`config.mk`:
```
export PLATFORM = sky130hd
export DESIGN_NAME = correlation_id_string_validator
export DESIGN_NICKNAME = d
export VERILOG_FILES = /design/src/sv/cisv_pkg.sv /design/src/sv/cisv_char_class.sv /design/src/sv/cisv_scan.sv /design/src/sv/correlation_id_string_validator.sv
export SDC_FILE = /design/constraint.sdc
export NUM_CORES = 1
export LEC_CHECK = 0
export BUFFER_PORTS_ARGS = -buffer_cell sky130_fd_sc_hd__buf_2
export CORE_AREA = 8 8 146 148
export CTS_CLUSTER_DIAMETER = 200
export CTS_CLUSTER_SIZE = 30
export DETAILED_ROUTE_END_ITERATION = 16
export DIE_AREA = 0 0 154 156
export PLACE_DENSITY_LB_ADDON = 0.12
export SLEW_MARGIN = 20
export SYNTH_ARGS = -nofsm -noshare
export SYNTH_HDL_FRONTEND = slang
export SYNTH_HIERARCHICAL = 1
export SYNTH_SLANG_ARGS = --single-unit
```
`constraint.sdc`:
```
create_clock -name clock -period 6.8 [get_ports clock]
set_input_delay 0.34 -clock clock [delete_from_list [all_inputs] [get_ports clock]]
set_output_delay 0.34 -clock clock [all_outputs]
set_load 0.02 [all_outputs]
```
`src/sv/cisv_pkg.sv`:
```
// Package with beat types and character constants for the correlation id validator.
package cisv_pkg;

   // Request beat: one character of the identifier string
   typedef struct packed {
      logic [7:0] character;
      logic       is_last;
   } req_beat_type;

   // Response beat: verdict for one complete string
   typedef struct packed {
      logic        valid_res;
      logic        version;
      logic [31:0] element_value;
      logic [6:0]  prefix_length;
   } rsp_beat_type;

   // Character classification passed from the classifier to the scanner
   typedef struct packed {
      logic       is_dot;
      logic       is_b64;
      logic       is_digit;
      logic [3:0] digit;
   } char_class_type;

   // Character codes
   localparam logic [7:0] CHAR_DOT     = 8'h2E;
   localparam logic [7:0] CHAR_PLUS    = 8'h2B;
   localparam logic [7:0] CHAR_SLASH   = 8'h2F;
   localparam logic [7:0] CHAR_ZERO    = 8'h30;
   localparam logic [7:0] CHAR_NINE    = 8'h39;
   localparam logic [7:0] CHAR_UPPER_A = 8'h41;
   localparam logic [7:0] CHAR_UPPER_Z = 8'h5A;
   localparam logic [7:0] CHAR_LOWER_A = 8'h61;
   localparam logic [7:0] CHAR_LOWER_Z = 8'h7A;

   // Base group lengths and limits
   localparam logic [4:0] V1_BASE_LEN   = 5'd16;
   localparam logic [4:0] V2_BASE_LEN   = 5'd22;
   localparam logic [7:0] V1_LIMIT      = 8'd63;
   localparam logic [3:0] MAX_DIGITS    = 4'd10;

   // Saturation points of the counters
   localparam logic [7:0] TOTAL_SAT     = 8'd255;
   localparam logic [4:0] FIRST_SAT     = 5'd31;
   localparam logic [3:0] GROUP_SAT     = 4'd15;
   localparam logic [6:0] PREFIX_SAT    = 7'd127;

   // Accumulator value once the element overflows 32 bits
   localparam logic [32:0] ACC_CLIP     = 33'h1_0000_0000;

endpackage

```
`src/sv/cisv_char_class.sv`:
```
// Character classifier: dot, base64 and decimal digit decode.
module cisv_char_class (
   input  logic [7:0]               character,
   output cisv_pkg::char_class_type char_class
);

   // Set membership checks on the byte
   always_comb begin
      char_class.is_dot   = (character == cisv_pkg::CHAR_DOT);
      char_class.is_digit = (character inside {[cisv_pkg::CHAR_ZERO:cisv_pkg::CHAR_NINE]});
      char_class.is_b64   = (character inside {
                               [cisv_pkg::CHAR_UPPER_A:cisv_pkg::CHAR_UPPER_Z],
                               [cisv_pkg::CHAR_LOWER_A:cisv_pkg::CHAR_LOWER_Z],
                               [cisv_pkg::CHAR_ZERO:cisv_pkg::CHAR_NINE],
                               cisv_pkg::CHAR_PLUS,
                               cisv_pkg::CHAR_SLASH});
      // low nibble of '0'..'9' is the digit value
      char_class.digit    = character[3:0];
   end

endmodule

```
`src/sv/cisv_scan.sv`:
```
// String scanner: per-string counters, element accumulator and final verdict.
module cisv_scan #(
   parameter int MAX_TEXT_LENGTH = 127
) (
   input  logic                     clock,
   input  logic                     reset,
   input  logic                     step,
   input  logic                     is_last,
   input  cisv_pkg::char_class_type char_class,
   output cisv_pkg::rsp_beat_type   result
);

   localparam logic [7:0] V2_LIMIT = 8'(MAX_TEXT_LENGTH);

   logic [7:0]  total_count_ff, total_count_in;
   logic        past_first_ff, past_first_in;
   logic [4:0]  first_len_ff, first_len_in;
   logic [3:0]  group_len_ff, group_len_in;
   logic [32:0] acc_ff, acc_in;
   logic [6:0]  last_dot_ff, last_dot_in;
   logic        error_ff, error_in;

   logic [6:0]  total_sat7;
   logic [35:0] acc_times_ten;
   logic        ok;
   logic [7:0]  limit;

   // Previous count clipped to the prefix width
   assign total_sat7 = (total_count_ff > 8'(cisv_pkg::PREFIX_SAT)) ?
                       cisv_pkg::PREFIX_SAT : total_count_ff[6:0];

   // acc * 10 + digit as two shifted copies and a digit add
   assign acc_times_ten = {1'b0, acc_ff[31:0], 3'b000} + {3'b000, acc_ff[31:0], 1'b0}
                        + {32'd0, char_class.digit};

   // Next state for this character
   always_comb begin
      total_count_in = total_count_ff;
      past_first_in  = past_first_ff;
      first_len_in   = first_len_ff;
      group_len_in   = group_len_ff;
      acc_in         = acc_ff;
      last_dot_in    = last_dot_ff;
      error_in       = error_ff;
      if (char_class.is_dot) begin
         if (past_first_ff && group_len_ff == 4'd0) error_in = 1'b1;
         past_first_in = 1'b1;
         last_dot_in   = total_sat7;
         group_len_in  = 4'd0;
         acc_in        = '0;
      end else if (!past_first_ff) begin
         if (!char_class.is_b64) error_in = 1'b1;
         if (first_len_ff < cisv_pkg::FIRST_SAT) first_len_in = first_len_ff + 5'd1;
      end else begin
         if (char_class.is_digit) begin
            if (acc_ff[32] || acc_times_ten[35:32] != 4'd0) begin
               acc_in = cisv_pkg::ACC_CLIP;
            end else begin
               acc_in = {1'b0, acc_times_ten[31:0]};
            end
         end else begin
            error_in = 1'b1;
         end
         if (group_len_ff < cisv_pkg::GROUP_SAT) group_len_in = group_len_ff + 4'd1;
      end
      if (total_count_ff < cisv_pkg::TOTAL_SAT) total_count_in = total_count_ff + 8'd1;
   end

   // Verdict from the state after this character
   always_comb begin
      ok    = !error_in;
      limit = 8'd0;
      if (first_len_in == cisv_pkg::V1_BASE_LEN) begin
         limit = cisv_pkg::V1_LIMIT;
      end else if (first_len_in == cisv_pkg::V2_BASE_LEN) begin
         limit = V2_LIMIT;
      end else begin
         ok = 1'b0;
      end
      if (total_count_in > limit) ok = 1'b0;

      result.element_value = 32'd0;
      if (past_first_in) begin
         if (group_len_in == 4'd0 || group_len_in > cisv_pkg::MAX_DIGITS || acc_in[32]) begin
            ok = 1'b0;
         end
         if (!acc_in[32]) result.element_value = acc_in[31:0];
         result.prefix_length = last_dot_in;
      end else begin
         result.prefix_length = (total_count_in > 8'(cisv_pkg::PREFIX_SAT)) ?
                                cisv_pkg::PREFIX_SAT : total_count_in[6:0];
      end
      result.valid_res = ok;
      result.version   = (first_len_in == cisv_pkg::V2_BASE_LEN);
   end

   // State registers, cleared after the last character of each string
   always_ff @(posedge clock) begin
      if (reset || (step && is_last)) begin
         total_count_ff <= '0;
         past_first_ff  <= 1'b0;
         first_len_ff   <= '0;
         group_len_ff   <= '0;
         acc_ff         <= '0;
         last_dot_ff    <= '0;
         error_ff       <= 1'b0;
      end else if (step) begin
         total_count_ff <= total_count_in;
         past_first_ff  <= past_first_in;
         first_len_ff   <= first_len_in;
         group_len_ff   <= group_len_in;
         acc_ff         <= acc_in;
         last_dot_ff    <= last_dot_in;
         error_ff       <= error_in;
      end
   end

endmodule

```
`src/sv/correlation_id_string_validator.sv`:
```
// Top level of the correlation id string validator: beat registers and scanner.
// Takes one character per cycle while req_stall is low and gives one result beat
// on each character flagged is_last: the input register feeds the scanner, and
// its verdict is loaded into the result register as that character leaves the
// input register. Characters that do not end a string flow through without a
// result. A waiting result only holds back a string-ending character; req_stall
// follows rsp_stall in the same cycle when such a character sits behind a held
// result. No clearing pass after reset.
module correlation_id_string_validator #(
   parameter int MAX_TEXT_LENGTH = 127
) (
   input  logic                   clock,
   input  logic                   reset,
   input  logic                   req_valid,
   output logic                   req_stall,
   input  cisv_pkg::req_beat_type req_beat,
   output logic                   rsp_valid,
   input  logic                   rsp_stall,
   output cisv_pkg::rsp_beat_type rsp_beat
);

   logic                     in_valid_ff;
   cisv_pkg::req_beat_type   in_beat_ff;
   logic                     rsp_valid_ff;
   cisv_pkg::rsp_beat_type   rsp_beat_ff;
   logic                     out_free;
   logic                     step;
   logic                     accept;
   cisv_pkg::char_class_type char_class;
   cisv_pkg::rsp_beat_type   result;

   // Flow control
   assign out_free  = !rsp_valid_ff || !rsp_stall;
   assign step      = in_valid_ff && (!in_beat_ff.is_last || out_free);
   assign req_stall = in_valid_ff && !step;
   assign accept    = req_valid && !req_stall;

   // Input register
   always_ff @(posedge clock) begin
      if (reset) begin
         in_valid_ff <= 1'b0;
      end else if (accept) begin
         in_valid_ff <= 1'b1;
      end else if (step) begin
         in_valid_ff <= 1'b0;
      end
   end

   always_ff @(posedge clock) begin
      if (accept) in_beat_ff <= req_beat;
   end

   cisv_char_class u_class (
      .character  (in_beat_ff.character),
      .char_class (char_class)
   );

   cisv_scan #(
      .MAX_TEXT_LENGTH (MAX_TEXT_LENGTH)
   ) u_scan (
      .clock      (clock),
      .reset      (reset),
      .step       (step),
      .is_last    (in_beat_ff.is_last),
      .char_class (char_class),
      .result     (result)
   );

   // Result register
   always_ff @(posedge clock) begin
      if (reset) begin
         rsp_valid_ff <= 1'b0;
      end else if (step && in_beat_ff.is_last) begin
         rsp_valid_ff <= 1'b1;
      end else if (!rsp_stall) begin
         rsp_valid_ff <= 1'b0;
      end
   end

   always_ff @(posedge clock) begin
      if (step && in_beat_ff.is_last) rsp_beat_ff <= result;
   end

   assign rsp_valid = rsp_valid_ff;
   assign rsp_beat  = rsp_beat_ff;

   // A new result only appears after a string-ending character left the input register
   a_rsp_from_last: assert property (@(posedge clock) disable iff (reset)
      $rose(rsp_valid_ff) |-> $past(in_valid_ff && in_beat_ff.is_last))
      else $error("result raised without a string-ending character");

   // Input side stalls only with a full input register
   a_stall_needs_item: assert property (@(posedge clock) disable iff (reset)
      req_stall |-> in_valid_ff)
      else $error("stall without a held character");

   // A passing version 0 string is at most 63 characters long, so its prefix length stays below 64
   a_v1_prefix: assert property (@(posedge clock) disable iff (reset)
      (rsp_valid_ff && rsp_beat_ff.valid_res && !rsp_beat_ff.version)
         |-> (rsp_beat_ff.prefix_length[6] == 1'b0))
      else $error("version 0 prefix beyond its limit");

endmodule
```
---- Word level (Yosys, flattened, before mapping) ----
Index checks and enable logic that the tools add are counted.
cells by class
  add/subtract/negate cells ............... 5
  magnitude comparators ................... 13
  eq/ne operators ......................... 6
  mux-type cells .......................... 32
  bitwise operators ....................... 1
  reduce and logical (&&, ||, !) cells .... 26
operators by type and width
  cell                                                                                 number
  33-bit 2-to-1 mux                                                                    4
  35-bit by 33-bit adder with 36-bit output                                            1
  36-bit by 4-bit adder with 36-bit output                                             1
  7-bit 2-to-1 mux                                                                     5
  8-bit by 6-bit == test with 1-bit output, second input constant                      3
  8-bit by 7-bit greater-or-equal comparator with 1-bit output, second input constant  2
  8-bit by 7-bit greater-than comparator with 1-bit output, second input constant      2
  8-bit by 7-bit less-or-equal comparator with 1-bit output, second input constant     2
  8-bit 2-to-1 mux                                                                     2
  1-bit 2-to-1 mux                                                                     15
  5-bit 2-to-1 mux                                                                     3
  4-bit 2-to-1 mux                                                                     3
  5-bit == test, second input constant                                                 2
  8-bit by 1-bit adder with 8-bit output, second input constant                        1
  8-bit by 6-bit greater-or-equal comparator with 1-bit output, second input constant  1
  8-bit greater-than comparator                                                        1
  8-bit by 6-bit less-or-equal comparator with 1-bit output, second input constant     1
  1-bit logical AND                                                                    8
  4-bit zero test                                                                      2
  8-bit less-than comparator, second input constant                                    1
  1-bit zero test                                                                      6
  1-bit logical OR                                                                     6
  5-bit by 1-bit adder with 5-bit output, second input constant                        1
  5-bit less-than comparator, second input constant                                    1
  9 further kinds                                                                      9
storage, ports and cells
  register bits after elaboration ......... 111
  input bits .............................. 13
  output and inout port bits .............. 43
  logic and storage cells ................. 98

---- Logic depth before layout (Yosys ltp) ----
Gate-level depths: netlist of run 1.
  depth in word-level cells ............... 12
  mapped depth ............................ 21
  gate-level depth less buffers ........... 20

---- Cells and area by module ----
Netlist of run 1, hierarchy kept.
by module, submodules not included
  module                           instances  cells each  area an instance (um^2)  seq. area each (um^2)
  cisv_scan                        1          776         5789.3                   1181.1
  correlation_id_string_validator  1          63          1594.0                   1541.5
  cisv_char_class                  1          19          120.1                    0.0

---- Least setup slack after synthesis of run 1 ----
Ideal clock, no wire load.
  kind .................................... reg2reg
  start point ............................. register in_beat_ff[4] (netlist bit)
  end point ............................... register rsp_beat_ff (netlist bit rsp_beat[19]) (data pin)
  setup time .............................. 146 ps
  data arrival time ....................... 3756 ps
  required time ........................... 6654 ps
  setup slack ............................. 2898 ps
  stages on the path, launching flop included .. 15
  path buffers ............................ 2
  clock period less this slack ............ 3902 ps
  cell sequence ........................... edfxtp_1 -> buf_4 -> inv_1 -> fa_1 -> fa_1 -> nand2b_1 -> a21oi_1 -> nor2_1 -> a2111oi_0 -> o31ai_1 -> xor2_1 -> o2111ai_2 -> clkbuf_1 -> or4_1 -> a21boi_1
on the way
  word-level cells in the longest chain between the ends .. 8
  elaborated cells between the ends (all ways) .. 14
  those cells by class .................... add/sub (1); order compare (2); eq/ne (1); mux (5); bitwise (1); reduce/logical (4)
ends and longest elaborated chain
  element                                   line                                   text
  start: declaration                        correlation_id_string_validator.sv:23  cisv_pkg::req_beat_type in_beat_ff;
  start signal: assignment                  correlation_id_string_validator.sv:50  if (accept) in_beat_ff <= req_beat;
  36-bit by 4-bit adder with 36-bit output  cisv_scan.sv:34                        + {32'd0, char_class.digit};
  4-bit nonzero test                        cisv_scan.sv:56                        if (acc_ff[32] || acc_times_ten[35:32] != 4'd0) begin
  1-bit logical OR                          cisv_scan.sv:56
  33-bit 2-to-1 mux                         cisv_scan.sv:56
  33-bit 2-to-1 mux                         cisv_scan.sv:55                        if (char_class.is_digit) begin
  33-bit 2-to-1 mux                         cisv_scan.sv:51                        end else if (!past_first_ff) begin
  33-bit 2-to-1 mux                         cisv_scan.sv:45                        if (char_class.is_dot) begin
  2-bit OR reduction (no line)              n/a
  end signal: assignment                    correlation_id_string_validator.sv:81  if (step && in_beat_ff.is_last) rsp_beat_ff <= result;
  end: declaration                          correlation_id_string_validator.sv:25  cisv_pkg::rsp_beat_type rsp_beat_ff;
Parallel ways exist; a longest one is shown, timed or not.
A chain may end at the register's enable or synchronous reset.

---- Final worst setup path of run 1 ----
  start point ............................. register in_beat_ff[4] (netlist bit)
  end point ............................... register rsp_beat_ff (netlist bit rsp_beat[36]) (data pin)
The elaborated chain is that of the path after synthesis.

==> impl_metrics.tcl, run 1 <==
set metrics [dict create \
    wire_per_inst_um 16.3 \
    clockBufferDepth 2 \
    synth_ff_type "dfxtp_1" \
    initial_utilization_pct 39.3 \
    critical_path.max_fanout 24 \
    syn_area_um2 7500 \
    clk_pin_slew_worst_paths_ns 0.07 \
    ioPinCount 56 \
    cp-start-kind "flip-flop" \
    intPower_w 0.00100 \
    grt_antenna_before_repair 0 \
    synthTopCellsByCount "nand2_1, ha_1, nor2_1" \
    synth_edf_count 50 \
    crit_start "in_beat_ff[4]" \
    clock-sinks 111 \
    cts_hold_buffers 0 \
    dp_cells 1102 \
    rows 51 \
    reg2reg_depth 14 \
    n_antenna_cell 0 \
    syn-num-nets 947 \
    highest_layer "met4" \
    synthTopCellsByArea "edfxtp_1, dfxtp_1, ha_1" \
    core_um2 19100 \
    status "complete, no violations" \
    p_per_area_nw_per_um2 160 \
    detail-route-antenna-nets 0 \
    ys_seq_area_share_pct 36.3 \
    die-area_um2 24000 \
    yosysTopAreaCell "edfxtp_1" \
    p_leak_nw 3.18 \
    vdd_drop_max_mv 0.126 \
    rsz0062_at_grt "no" \
    dp.final_hpwl_mm 13.2 \
    power_frac_comb_pct 5.7 \
    crit_path_end_kind "flip-flop" \
    finalSetupViolCount 0 \
    synth_seq_cells 111 \
    rr_startpoint "in_beat_ff[4]" \
    gp_congestion 0.859 \
    grt_overflow_total 0 \
    wl_met2_mm 8.56 \
    root_buffer "clkbuf_16" \
    endpoint "rsp_beat[36]" \
    clock_latency_ns 0.36 \
    slew_viol_final 0 \
    regToRegEndpoint "rsp_beat[36]" \
    drt-vias-per-instance 5.47 \
    cap_violations 0 \
    fmax_mhz 201 \
    n_fill_cell 1901 \
    die_h_um 156 \
    hold_class "in2reg" \
    finalHoldViolations 0 \
    cts-resized-gates 0 \
    min_period_over_period_pct 73.3 \
    drc_errors 0 \
    yosys.cell_types.count 69 \
    crit_arrival_ns 5.18 \
    cts_tree "yes" \
    firstDrtPassIters 5 \
    tightest_slew_ns 0.921 \
    pwr-share-seq_pct 54.6 \
    drt_iter0_markers 355 \
    reg2reg_slack_ns 1.82 \
    met3_length_um 627 \
    period_needed_ns 4.98 \
    num_vias 6121 \
    cts_max_level 3 \
    yosysMostFrequentCell "nand2_1" \
    ys.warnings.count 6 \
    fin_nets 964 \
    numCtsBuffers 9 \
    cts_setup_buffers 0 \
    wl_mm 18.3 \
    fin_skew_ns 0.0115 \
    die_x_um 154 \
    async_flop_share_pct 0 \
    fin_tns_setup_ns 0 \
    first_global_vias 6015 \
    max_slew_margin_pct 38.3 \
    pwr-share-clk_pct 39.7 \
    critPathKind "reg2reg" \
    synth_top_area_share_pct 20.0 \
    area_delta_synth_final_pct 9.39 \
    grt_pass1_wl_mm 30.8 \
    required_ns 7.00 \
    netlist_instances 858 \
    grt_max_degree 42 \
    drive_above_1_share_pct 11.3 \
    met1_length_mm 8.87 \
    track_usage_pct 15.6 \
    switching_share_pct 23.5 \
    power.switching_w 0.000308 \
    layout.cells.non_filler 1118 \
    portBuffers 55 \
    syn_area_per_cell_um2 8.75 \
]
[registers in the layout (all words and copies together) (netlist names)]
| name | count |
|---|---|
| rsp_beat | 41 |
| u_scan/acc_ff | 33 |
| in_beat_ff | 9 |
| u_scan/total_count_ff | 8 |
| u_scan/last_dot_ff | 7 |
| u_scan/first_len_ff | 5 |
| u_scan/group_len_ff | 4 |
| in_valid_ff | 1 |
| rsp_valid | 1 |
| u_scan/error_ff | 1 |
| u_scan/past_first_ff | 1 |
[power groups by stage]
stage | clock (W) | sequential (W) | combinational (W)
after floorplan | 0 | 0.000739 | 0.0000456
after global placement | 0 | 0.000733 | 0.0000753
after detailed placement | 0 | 0.000733 | 0.0000759
after CTS | 0.000538 | 0.000717 | 0.0000762
after global routing | 0.000565 | 0.000719 | 0.0000835
final | 0.000521 | 0.000717 | 0.0000746
[layer usage]
metal | track usage, % | up-vias
li1 | - | 3172
met1 | 20.2 | 2848
met2 | 26.2 | 87
met3 | 3.19 | 14
met4 | 3.78 | 0
met5 | 0 | -
[cells in the final DEF (no fill, tap or decap), types with 29 or more instances in the layout]
cell type / instances
nor2_1: 68
buf_2: 55
edfxtp_1: 50
or4_1: 29
nand2_1: 111
dfxtp_1: 61
a21boi_1: 31
ha_1: 74
o21ai_0: 46
a21oi_1: 53
[metrics by stage]
stage	setup WS (ns)	total power, W	hold slack [ns]	instance area [um2]	util [%]
CTS	1.79	0.00133	0.140	8200	43.0
finish	1.82	0.00131	0.150	8210	43.0
global route	1.34	0.00137	0.129	8210	43.0
detailed placement	1.83	0.000809	0.467	7920	41.5
global placement	2.00	0.000808	0.464	7920	41.5
floorplan	2.90	0.000784	0.409	7500	-
[how the worst min path moves through the flow]
stage,startpoint,end,slack [ns],depth (start not counted)
after floorplan,reset,in_valid_ff,0.41,1
after global placement,u_scan/error_ff,u_scan/error_ff,0.46,2
after detailed placement,u_scan/error_ff,u_scan/error_ff,0.47,2
after CTS,req_beat[7],in_beat_ff[7],0.14,1
after global routing,req_beat[2],in_beat_ff[2],0.13,1
final,req_beat[7],in_beat_ff[7],0.15,1
[cell type report]
class / count / area, um2 / share of cell area [%]
inverter: 23 / 86.3 / 1.05
sequential: 111 / 2720 / 33.2
clock inverter: 4 / 27.5 / 0.335
multi-input combinational: 666 / 4470 / 54.5
clock buffer: 12 / 256 / 3.13
tap: 238 / 298 / 3.63
timing repair buffer: 64 / 343 / 4.18
[cell families (layout without fill, tap and decap cells)]
kind of cell / Yosys count / count (layout) / synth area share [%]
AO/OA/AOI/OAI: 227 / 227 / 19.7
XOR/XNOR: 41 / 41 / 4.89
adder cells (fa/ha/maj): 76 / 76 / 12.9
buffers and inverters: 81 / 103 / 4.70
flip-flops: 111 / 111 / 36.3
multiplexers: 9 / 9 / 1.22
AND/OR/NAND/NOR: 313 / 313 / 20.3
[worst max-delay path: stages, from the launching register on]
cell and delay (ns):
edfxtp_1 0.44, inv_1 0.09, fa_1 0.53, fa_1 0.47, nand2b_1 0.18, a21oi_1 0.25, nor2_1 0.08, a2111oi_0 0.56
o31ai_1 0.14, xor2_1 0.17, o2111ai_2 0.34, buf_4 0.37, o311ai_4 0.61, buf_4 0.34, a21boi_1 0.21
(Power assumes the default switching activity.)
==> run 2, diff against run 1 <==
clock period = 4.46 ns   (was 6.8 ns; I/O delays follow)
==> run 2 against run 1 <==
Sequential share of layout area decreased by 0.24 points. Highest routed layer unchanged. First-iteration DRC count increased by 1.4%. Fmax up 20%. Combinational power up 55%. Critical path depth fell by 1. Largest power group unchanged. Clock skew hardly changed.
==> impl_metrics.tcl, run 2 (synthesis results as in run 1) <==
set metrics [dict create \
    portBuffers 55 \
    slew_viol_final 0 \
    finalHoldViolations 0 \
    die_x_um 154 \
    n_fill_cell 1932 \
    switching_share_pct 23.4 \
    hold_ws_ns 0.0369 \
    fmax_mhz 241 \
    final_cell_mix "nand2_1, ha_1, nor2_1" \
    tightest_slew_ns 0.813 \
    numCtsBuffers 9 \
    grt_overflow_total 0 \
    fin_area_um2 8270 \
    crit_arrival_ns 4.35 \
    fin_tns_setup_ns 0 \
    cp.buffers_inverters 2 \
    reg2reg_slack_ns 0.31 \
    crit_family "compound AO/OA/AOI/OAI gates" \
    largest_reg_flops 41 \
    first_global_vias 6273 \
    critPathKind "reg2reg" \
    grt-busiest-layer "met2" \
    grt_use_met2_pct 27.7 \
    worstPathCellList "inv_1 > fa_1 > fa_1 > nand2b_1 > a21oi_1 > nor2_1 > a2111oi_2 > o31ai_1 > xor2_1 > o2111ai_4 > buf_4 > or4_1 > a21boi_1" \
    intPower_w 0.00150 \
    cts_tree "yes" \
    die_h_um 156 \
    power.switching_w 0.000457 \
    initial_utilization_pct 39.3 \
    cts_hold_buffers 0 \
    wl_mm 18.8 \
    drive_above_1_share_pct 11.7 \
    finalSetupViolCount 0 \
    crit_path_end_kind "flip-flop" \
    grt_pass1_wl_mm 31.6 \
    cts-resized-gates 0 \
    num_vias 6202 \
    clk_pin_slew_worst_paths_ns 0.07 \
    track_usage_pct 16.0 \
    root_buffer "clkbuf_16" \
    cap_violations 0 \
    die-area_um2 24000 \
    min_period_over_period_pct 93.0 \
    pwr-share-seq_pct 56.0 \
    pwr-share-clk_pct 38.1 \
    firstDrtPassIters 4 \
    core_um2 19100 \
    cp-start-kind "flip-flop" \
    p_per_area_nw_per_um2 236 \
    gp_congestion 0.835 \
    detail-route-antenna-nets 0 \
    fin_skew_ns 0.0111 \
    cts_setup_buffers 0 \
    vdd_drop_max_mv 0.181 \
    cts_max_level 3 \
    status "complete, no violations" \
    power_frac_comb_pct 5.9 \
    use_met1_pct 20.1 \
    period_needed_ns 4.15 \
    dp.final_hpwl_mm 14.0 \
    p_leak_nw 3.21 \
    n_antenna_cell 0 \
    max_slew_margin_pct 45.7 \
    drc_errors 0 \
    use_met3_pct 2.85 \
    critical_path.max_fanout 11 \
    required_ns 4.66 \
    final_common_cell "nand2_1" \
    drt_iter0_markers 360 \
    area_delta_synth_final_pct 10.2 \
    cp_common_cell "fa_1" \
    max_stage_delay_ns 0.50 \
    clockBufferDepth 2 \
    drt-vias-per-instance 5.50 \
    rows 51 \
    wire_per_inst_um 16.6 \
    critical-path-slowest-cell "fa_1" \
    fin_nets 974 \
    grt_antenna_before_repair 0 \
    place_area_um2 7990 \
    ioPinCount 56 \
    clock_latency_ns 0.36 \
    hold_class "in2reg" \
    grt_max_degree 33 \
    clock-sinks 111 \
]
run 2: per-stage QoR:
stage / cells / power (W) / worst slack, ns / util, %
final: 1128 / 0.00195 / 0.314 / 43.3
after CTS: 1128 / 0.00198 / 0.0372 / 43.2
after floorplan: 858 / 0.00120 / 0.558 / -
after global placement: 1112 / 0.00123 / 0.238 / 41.9
after global routing: 1128 / 0.00203 / -0.0352 / 43.3
after detailed placement: 1112 / 0.00123 / 0.0756 / 41.9
run 2: worst reg2reg max path, delay by kind of cell, from the launching register on:
kind / cells / cell delay [ns]
adder cells (fa/ha/maj): 2 / 0.96
flip-flops: 1 / 0.38
AND/OR/NAND/NOR: 3 / 0.79
AO/OA/AOI/OAI: 5 / 1.27
buffers and inverters: 2 / 0.36
XOR/XNOR: 1 / 0.23
run 2: area by class of cell:
class                      instances  area, um2  area share (%)
clock inverter                     5       25.0           0.303
multi-input combinational        666       4490            54.3
tap                              238        298            3.60
inverter                          23       86.3            1.04
sequential                       111       2720            32.9
timing repair buffer              74        418            5.05
clock buffer                      11        233            2.81
run 2: power by group through the flow:
stage,Sequential (W),Clock [W],Combinational (W)
2_1_floorplan,0.00113,0,0.0000695
6_report,0.00109,0.000743,0.000116
5_1_grt,0.00110,0.000801,0.000130
3_5_place_dp,0.00112,0,0.000117
4_1_cts,0.00109,0.000767,0.000118
3_3_place_gp,0.00112,0,0.000117
run 2: final timing paths:
check,from,to,cells past startpoint
worst max-delay path,u_scan/acc_ff[0],rsp_beat[17],13
worst min-delay path,req_beat[6],in_beat_ff[6],1
worst max register to register,u_scan/acc_ff[0],rsp_beat[17],13
worst min register to register,u_scan/error_ff,u_scan/error_ff,2
run 2: metal layers:
| layer | vias up | routed length [um] |
|---|---|---|
| li1 | 3184 | - |
| met1 | 2920 | 9120 |
| met2 | 79 | 8860 |
| met3 | 19 | 546 |
| met4 | 0 | 234 |
| met5 | - | 0 |
